===== src/b2da_pkg.sv =====
// ----------------------------------------------------------------------------
// b2da_pkg
// Shared types and constants for the binary to decimal ASCII converter.
// ----------------------------------------------------------------------------
`default_nettype none

package b2da_pkg;

    // Widths of the binary operand and the BCD accumulator
    localparam int BIN_W      = 32;
    localparam int NUM_DIGITS = 10;
    localparam int DIGIT_W    = 4;
    localparam int BCD_W      = NUM_DIGITS * DIGIT_W;
    localparam int IDX_W      = $clog2(NUM_DIGITS);
    localparam int STEP_W     = $clog2(BIN_W);
    localparam int CHAR_W     = 7;

    // Request types
    localparam logic REQ_SIGNED16   = 1'b0;
    localparam logic REQ_UNSIGNED32 = 1'b1;

    // Character codes
    localparam logic [CHAR_W-1:0] CHAR_MINUS = 7'h2D;
    localparam logic [CHAR_W-1:0] CHAR_ZERO  = 7'h30;

    typedef logic [NUM_DIGITS-1:0][DIGIT_W-1:0] bcd_t;

    typedef enum logic [2:0] {
        ST_IDLE,
        ST_CONVERT,
        ST_SKIP,
        ST_MINUS,
        ST_EMIT
    } state_t;

endpackage : b2da_pkg

`default_nettype wire


===== src/b2da_dabble.sv =====
// ----------------------------------------------------------------------------
// b2da_dabble
// One double-dabble step: add 3 to every BCD digit of 5 or more, then shift
// the BCD digits and the binary operand left by one bit as a single word.
// ----------------------------------------------------------------------------
`default_nettype none

module b2da_dabble
    import b2da_pkg::*;
(
    input  wire bcd_t             bcd,
    input  wire logic [BIN_W-1:0] bin,
    output bcd_t                  bcd_shifted,
    output logic [BIN_W-1:0]      bin_shifted
);

    bcd_t             adjusted;
    logic [BCD_W-1:0] adjusted_flat;

    // Correct each digit so the shift carries into the next decade
    always_comb
    begin
        for (int i = 0; i < NUM_DIGITS; i++)
        begin
            if (bcd[i] >= DIGIT_W'(5))
                adjusted[i] = bcd[i] + DIGIT_W'(3);
            else
                adjusted[i] = bcd[i];
        end
    end

    assign adjusted_flat = adjusted;

    // Shift the operand's top bit into the lowest digit
    assign bcd_shifted = {adjusted_flat[BCD_W-2:0], bin[BIN_W-1]};
    assign bin_shifted = {bin[BIN_W-2:0], 1'b0};

endmodule : b2da_dabble

`default_nettype wire


===== src/binary_to_decimal_ascii.sv =====
// ----------------------------------------------------------------------------
// binary_to_decimal_ascii
// Converts a signed 16-bit or unsigned 32-bit number into its decimal ASCII
// characters, most significant first, with a leading '-' for negative values.
// ----------------------------------------------------------------------------
// A transaction is taken when start is high and busy is low; busy then stays
// high until the last character has been issued. Each character appears on
// char_code for exactly one cycle with char_valid high, and last_char marks
// the final character of the number; the receiver cannot stall, so it must
// capture every character in the cycle it is shown. A number first runs
// through the steps of the shared add-3-and-shift unit, then its leading
// zero digits are skipped, and then its minus sign, if any, and its digits
// are issued through the output register. busy drops while the last
// character is shown, so the next number can be taken at the edge that
// ends it. Zero is issued as the single character '0'.
// ----------------------------------------------------------------------------
`default_nettype none

module binary_to_decimal_ascii
    import b2da_pkg::*;
(
    input  wire logic              clk,
    input  wire logic              rst_n,
    input  wire logic              start,
    output logic                   busy,
    input  wire logic              req_type,
    input  wire logic [BIN_W-1:0]  value,
    output logic                   char_valid,
    output logic [CHAR_W-1:0]      char_code,
    output logic                   last_char
);

    state_t              state_reg, state_next;
    logic [STEP_W-1:0]   step_reg, step_next;
    logic [IDX_W-1:0]    idx_reg, idx_next;
    logic                neg_reg, neg_next;
    bcd_t                bcd_reg, bcd_next;
    logic [BIN_W-1:0]    bin_reg, bin_next;
    logic                char_valid_reg, char_valid_next;
    logic [CHAR_W-1:0]   char_code_reg, char_code_next;
    logic                last_char_reg, last_char_next;

    bcd_t                bcd_shifted;
    logic [BIN_W-1:0]    bin_shifted;
    logic [BIN_W-1:0]    magnitude;
    logic                negative;
    logic [DIGIT_W-1:0]  cur_digit;
    logic                accept;

    b2da_dabble u_dabble (
        .bcd         (bcd_reg),
        .bin         (bin_reg),
        .bcd_shifted (bcd_shifted),
        .bin_shifted (bin_shifted)
    );

    assign accept    = start && (state_reg == ST_IDLE);
    assign cur_digit = bcd_reg[idx_reg];

    // Take the magnitude; 0x10000 - v covers -32768 without overflow
    always_comb
    begin
        negative  = (req_type == REQ_SIGNED16) && value[15];
        if (req_type == REQ_UNSIGNED32)
            magnitude = value;
        else if (value[15])
            magnitude = BIN_W'(17'h10000 - {1'b0, value[15:0]});
        else
            magnitude = {{(BIN_W-16){1'b0}}, value[15:0]};
    end

    // Next state
    always_comb
    begin
        state_next = state_reg;
        unique case (state_reg)
            ST_IDLE:
                if (accept)
                    state_next = ST_CONVERT;
            ST_CONVERT:
                if (step_reg == STEP_W'(BIN_W - 1))
                    state_next = ST_SKIP;
            ST_SKIP:
                if (cur_digit != '0 || idx_reg == '0)
                    state_next = neg_reg ? ST_MINUS : ST_EMIT;
            ST_MINUS:
                state_next = ST_EMIT;
            ST_EMIT:
                if (idx_reg == '0)
                    state_next = ST_IDLE;
            default:
                state_next = ST_IDLE;
        endcase
    end

    // Datapath and character outputs
    always_comb
    begin
        step_next       = step_reg;
        idx_next        = idx_reg;
        neg_next        = neg_reg;
        bcd_next        = bcd_reg;
        bin_next        = bin_reg;
        char_valid_next = 1'b0;
        char_code_next  = char_code_reg;
        last_char_next  = 1'b0;
        unique case (state_reg)
            ST_IDLE:
                if (accept)
                begin
                    bin_next  = magnitude;
                    bcd_next  = '0;
                    neg_next  = negative;
                    step_next = '0;
                    idx_next  = IDX_W'(NUM_DIGITS - 1);
                end
            ST_CONVERT:
            begin
                bcd_next  = bcd_shifted;
                bin_next  = bin_shifted;
                step_next = step_reg + STEP_W'(1);
            end
            ST_SKIP:
                // Drop leading zero digits, keeping at least the lowest one
                if (cur_digit == '0 && idx_reg != '0)
                    idx_next = idx_reg - IDX_W'(1);
            ST_MINUS:
            begin
                char_valid_next = 1'b1;
                char_code_next  = CHAR_MINUS;
            end
            ST_EMIT:
            begin
                char_valid_next = 1'b1;
                char_code_next  = CHAR_ZERO + {{(CHAR_W-DIGIT_W){1'b0}}, cur_digit};
                last_char_next  = (idx_reg == '0);
                if (idx_reg != '0)
                    idx_next = idx_reg - IDX_W'(1);
            end
            default:
            begin
                char_valid_next = 1'b0;
            end
        endcase
    end

    // Hold control state
    always_ff @(posedge clk or negedge rst_n)
    begin
        if (!rst_n)
        begin
            state_reg      <= ST_IDLE;
            char_valid_reg <= 1'b0;
        end
        else
        begin
            state_reg      <= state_next;
            char_valid_reg <= char_valid_next;
        end
    end

    // Hold datapath registers
    always_ff @(posedge clk)
    begin
        step_reg      <= step_next;
        idx_reg       <= idx_next;
        neg_reg       <= neg_next;
        bcd_reg       <= bcd_next;
        bin_reg       <= bin_next;
        char_code_reg <= char_code_next;
        last_char_reg <= last_char_next;
    end

    assign busy       = (state_reg != ST_IDLE);
    assign char_valid = char_valid_reg;
    assign char_code  = char_code_reg;
    assign last_char  = last_char_reg;

endmodule : binary_to_decimal_ascii

`default_nettype wire


===== config.mk =====
export PLATFORM = sky130hd
export DESIGN_NAME = binary_to_decimal_ascii
export DESIGN_NICKNAME = d
export VERILOG_FILES = /design/src/b2da_pkg.sv /design/src/b2da_dabble.sv /design/src/binary_to_decimal_ascii.sv
export SDC_FILE = /design/constraint.sdc
export NUM_CORES = 1
export LEC_CHECK = 0
export ABC_CLOCK_PERIOD_IN_PS = 8100
export BUFFER_PORTS_ARGS = -buffer_cell sky130_fd_sc_hd__buf_2
export CORE_AREA = 2 2 169 105
export CTS_CLUSTER_SIZE = 16
export DETAILED_ROUTE_END_ITERATION = 16
export DIE_AREA = 0 0 171 107
export GPL_TIMING_DRIVEN = 0
export SLEW_MARGIN = 20
export SYNTH_ARGS = -nofsm -noshare
export SYNTH_HDL_FRONTEND = slang
export SYNTH_HIERARCHICAL = 1
export SYNTH_SLANG_ARGS = --single-unit

===== constraint.sdc =====
create_clock -name clk -period 8.1 [get_ports clk]
set_input_delay 0.405 -clock clk [delete_from_list [all_inputs] [get_ports clk]]
set_output_delay 0.405 -clock clk [all_outputs]
set_load 0.05 [all_outputs]

==> Word level (Yosys, flattened, before mapping) <==
Index checks and enable logic that the tools add are counted.
{ "word_totals": {"register_bits": 94, "in_bits": 36, "output_inout_bits": 10, "word_cells": 105} }
{ "classes": {"n_addsub": 14, "order_cmp": 11, "n_eq_ne": 11, "muxes": 32, "bitwise": 1, "reduce_logical": 18} }
{ "ops": {"columns": ["operator", "count"], "rows": [
  ["32-bit two-way mux", 3],
  ["40-bit case mux with 2 select lines", 1],
  ["32-bit case mux with 2 select lines", 1],
  ["4-bit two-way mux", 13],
  ["4-bit by 3-bit >= comparator with 1-bit output, second input constant", 10],
  ["40-bit two-way mux", 1],
  ["4-bit by 2-bit adder with 4-bit output, second input constant", 9],
  ["3-bit two-way mux", 6],
  ["17-bit by 16-bit subtractor with 18-bit output, first input constant", 1],
  ["4-bit binary-select mux with 4-bit select", 1],
  ["3-bit case mux with 5 select lines", 1],
  ["7-bit case mux with 2 select lines", 1],
  ["2-bit != test, second input constant", 6],
  ["4-bit case mux with 3 select lines", 1],
  ["5-bit case mux with 2 select lines", 1],
  ["4-bit logical NOT", 2],
  ["4-bit AND reduction", 2],
  ["4-bit nonzero test", 2],
  ["6-bit by 4-bit adder with 7-bit output, first input constant", 1],
  ["3-bit by 2-bit equality test with 1-bit output, second input constant", 2],
  ["3-bit nonzero test", 2],
  ["5-bit by 1-bit adder with 5-bit output, second input constant", 1],
  ["5-bit equality test, second input constant", 1],
  ["4-bit by 5-bit less-than comparator with 1-bit output, second input constant", 1],
  ["13 further kinds", 17]
]} }

==> Depth between registers and ports, before layout <==
{ "depth": {"ltp_word": 6, "ltp_mapped": 8, "ltp_nobuf": 7} }

==> By module <==
The synthesis kept the hierarchy.
{ "modules_own_cells": {"columns": ["mod", "instances", "cells_per_inst", "area_each_um2", "seq_area_each_um2"], "rows": [
  ["binary_to_decimal_ascii", 1, 383, 4483.0, 2732.6],
  ["b2da_dabble", 1, 190, 1244.9, 0.0]
]} }

==> Worst setup path after synthesis <==
OpenSTA, ideal clock, no wires.
{ "synth_path": {"path_kind": "reg2reg", "from": "register state_reg[1]", "to": "register bcd_reg[0] (netlist bit), enable pin", "setup_time_ps": 620, "arrival_time_ps": 6635, "setup_slack_ps": 845, "stages_incl_launch_ff": 4, "n_path_buf": 1, "cell_sequence": "dfrtp_1 -> clkbuf_1 -> or3_1 -> o21ai_0"} }
{ "synth_via": {"elab_chain_cells": 4, "word_cells_on_any_way": 6, "classes_between": "2 x eq/ne; 4 x reduce/logical"} }
{ "synth_lines": {"columns": ["element", "line", "text"], "rows": [
  ["start: declaration", "binary_to_decimal_ascii.sv:33", "state_t state_reg, state_next;"],
  ["start signal: assignment", "binary_to_decimal_ascii.sv:157", "state_reg <= state_next;"],
  ["3-bit logical NOT", "binary_to_decimal_ascii.sv:57, binary_to_decimal_ascii.sv:107", null],
  ["1-bit logical AND", "binary_to_decimal_ascii.sv:57", "assign accept = start && (state_reg == ST_IDLE);"],
  ["2-bit != test (no line)", null, null],
  ["2-bit AND reduction (no line) (*)", null, null],
  ["end signal: assignment", "binary_to_decimal_ascii.sv:168", "bcd_reg <= bcd_next;"],
  ["end: declaration", "binary_to_decimal_ascii.sv:37", "bcd_t bcd_reg, bcd_next;"]
]} }
Mark *: on every way between the ends. The rest lies on a longest branch, timed or not.
A chain may end at the register's enable or synchronous reset.

==> Worst setup path in the final report <==
{ "layout_path": {"from": "register state_reg[0]", "to": "register bin_reg[0], data pin"} }
{ "layout_via": {"elab_chain_cells": 2, "word_cells_on_any_way": 3, "classes_between": "1 x eq/ne; 1 x mux; 1 x reduce/logical"} }
{ "layout_lines": {"columns": ["element", "line", "text"], "rows": [
  ["3-bit by 1-bit equality test with 1-bit output or 3-bit logical NOT (tied branches)", "binary_to_decimal_ascii.sv:107", "unique case (state_reg)"],
  ["32-bit case mux with 2 select lines (*)", "binary_to_decimal_ascii.sv:107", null],
  ["named net bin_next[0]", "binary_to_decimal_ascii.sv:38", "logic [BIN_W-1:0] bin_reg, bin_next;"],
  ["end signal: assignment", "binary_to_decimal_ascii.sv:169", "bin_reg <= bin_next;"],
  ["end: declaration", "binary_to_decimal_ascii.sv:38", null]
]} }
Mark *: on every way through the listed nets, which the timed path passes. The rest lies on a longest branch.

==> flow_summary.ini <==
[global_routing]
antenna_found_initial = 0
grt_usage = 0.136
overflow = 0
grt_first_pass_wirelength_um = 19600
grt_max_degree = 23
grt_pass1_vias = 4050

[detailed_routing]
vias = 4021
ant_nets = 0
wl_per_cell_um = 13.4
maxUsedRoutingLayer = met4
drt_iter0_drc = 309
via_per_inst = 4.62
wl_met3_um = 572
dr_wl_met2_um = 4920
routed_wl_um = 11700
drtPass1Iterations = 5
drt-met1-wl_um = 6120
drc = 0

[timing]
skew_ps = 10.9
setup_tns_ps = 0
report.final.slew_viol_count = 0
fin_crit_ps = 2700
final-setup-viol-count = 0
finalCritPeriodShare = 0.333
rsz0062_at_grt = no
hold_viol_final = 0
max_freq_mhz = 371
worst_pin_slew_ps = 839
relSlewSlack = 0.435

[critical_path]
rr_worst_depth = 5
rr_startpoint = state_reg[0]
rr_endpoint = bin_reg[0]
critical_path.endpoint = bin_reg[0]
end_kind = register
cp_max_fo = 10
crit_type = reg -> reg
cp-start-kind = register
worstPathArrival_ps = 2770
regToRegSetupSlack_ps = 5400
worstPathRequired_ps = 8180
crit_start = state_reg[0]

[synthesis]
yosysTopAreaCell = edfxtp_1
synthTopCellsByArea = edfxtp_1 46%, nand2_1 6.5%, ha_1 5.2%, and2_1 4.7%, buf_4 4.6%
synth_compound_area_frac = 0.0852
synth_fp_nets = 633
yosys.cell_types.count = 42
ys_warn_count = 6
yosysMostFrequentCell = nand2_1
synth_top_family_by_area = simple AND/OR/NAND/NOR gates
synth_edf_count = 87
muxShareOfSynthArea = 0.0627
netlist_area_um2 = 5730
async_flop_share = 0.0435
syn_avg_cell_area_um2 = 10.0
synthAdderAreaFrac = 0.0524
synth-seq-cells = 92
netlist_top_cells_count = 99 x nand2_1, 87 x edfxtp_1, 43 x and2_1
synthXorXnorAreaFrac = 0.0413
synth-simple-area-share = 0.196
synth-seq-area-share = 0.477
synthFlopType = edfxtp_1
syn-instance-count = 573
yosysTopAreaCellShare = 0.456

[clocking]
cts_resized = 0
clkTransAtPathRegs_ps = 70
postCtsSetupBuffers = 0
insertion_delay_ps = 340
numCtsBuffers = 9
cts_tree = built
htreeDepth = 3
cts-root-buf = clkbuf_16
cts.sinks = 92
clk_path_buf_depth = 2

[layout]
fillerInstances = 1665
final_util = 0.396
nNetsFinal = 691
instances_no_fill = 870
area_growth_pct = 15.8
drive_above_1_share = 0.204
largest_reg_flops = 40
n_antenna_cell = 0

[die]
row_count = 37
dieArea_um2 = 18300
start_util = 0.342
io_pins = 46
die_x_um = 171
die_h_um = 107
core_um2 = 16800

[power]
switching_share = 0.358
clkPwrFrac = 0.162
seqPwrFrac = 0.406
power.internal_mw = 1.61
leakage_nw = 2.85
ir_worst_vdd_mv = 0.134
p_switching_mw = 0.897
total_power_mw = 2.50
comb_power_share = 0.433
power_per_cell_area_nw_per_um2 = 377

[placed_design]
place_hpwl_um = 8810
io_buffers = 42
gp_congestion = 0.833
dpl.cell_count = 853

[outcome]
status = completed

[run]
maxCapViolations = 0

[min_path]
hp-start = value[18]
hold_class = in -> reg
## how the worst min path moves through the flow
stage                             end  slack, ps  cells after the start
after CTS                 bin_reg[16]        350                      3
after detailed placement   char_valid        220                      1
after floorplan            char_valid        110                      0
after global routing      bin_reg[16]        370                      3
final                     bin_reg[18]        370                      3
after global placement     char_valid        210                      1
## final cells by class
| cell class | count | area [um2] | area share |
|---|---|---|---|
| Sequential cell | 92 | 2730 | 0.412 |
| Multi-Input combinational cell | 395 | 2530 | 0.381 |
| Buffer | 56 | 367 | 0.0553 |
| Timing Repair Buffer | 47 | 318 | 0.0479 |
| Tap cell | 234 | 293 | 0.0441 |
| Clock buffer | 10 | 239 | 0.0360 |
| Inverter | 30 | 113 | 0.0170 |
| Clock inverter | 6 | 45.0 | 0.00679 |
## through the flow
stage	setup WS, ps	instance area [um2]	hold WS (ps)
finish	5400	6630	366
global route	5180	6630	365
CTS	5370	6630	352
detailed placement	5390	6340	219
global placement	-1840	6230	213
floorplan	845	5730	109
## critical path, stage by stage (launching register included)
cell and delay, ps:
dfrtp_1 460, inv_1 180, nor3_1 670, clkbuf_1 540, clkbuf_1 450, o21ai_0 130
## metal layers
layer / global-route usage / vias to the layer above
met5: 0 / -
li1: - / 2039
met1: 0.196 / 1891
met4: 0.0242 / 0
met2: 0.207 / 83
met3: 0.0354 / 8
## cells by family (layout without fill, tap and decap cells)
family,Yosys count,after routing
simple gates,233,233
flops,92,92
buf+inv,86,149
compound gates,78,78
mux,30,30
xor+xnor,27,27
fa+ha+maj,24,24
other cells,3,3
## cell usage in the layout, fill, tap and decap left out, drive strengths merged, types with 4 or more instances in the layout
cell    instances
a21oi          21
and2           43
buf            88
clkbuf         24
clkinv          4
dfrtp           4
edfxtp         87
ha             24
inv            32
mux2            7
mux2i          19
mux4            4
nand2          99
nand2b         24
nand3          18
nor2           29
nor3            7
o21ai          40
o31ai           8
or3             5
xnor2          17
xor2           10
## power by group through the flow
stage,registers (mW),clock network (mW),logic [mW]
2_1_floorplan,1.01,0,0.822
3_3_place_gp,1.07,0,0.986
3_5_place_dp,1.03,0,1.08
4_1_cts,1.02,0.415,1.09
5_1_grt,1.05,0.432,1.23
6_report,1.02,0.405,1.08
## timing repair
item | in CTS | in global routing
hold buffers | 1 | 0
setup endpoints to repair | 0 | 0
endpoints found under the hold margin | 4 | 0
Power figures use the tool's default switching activity.
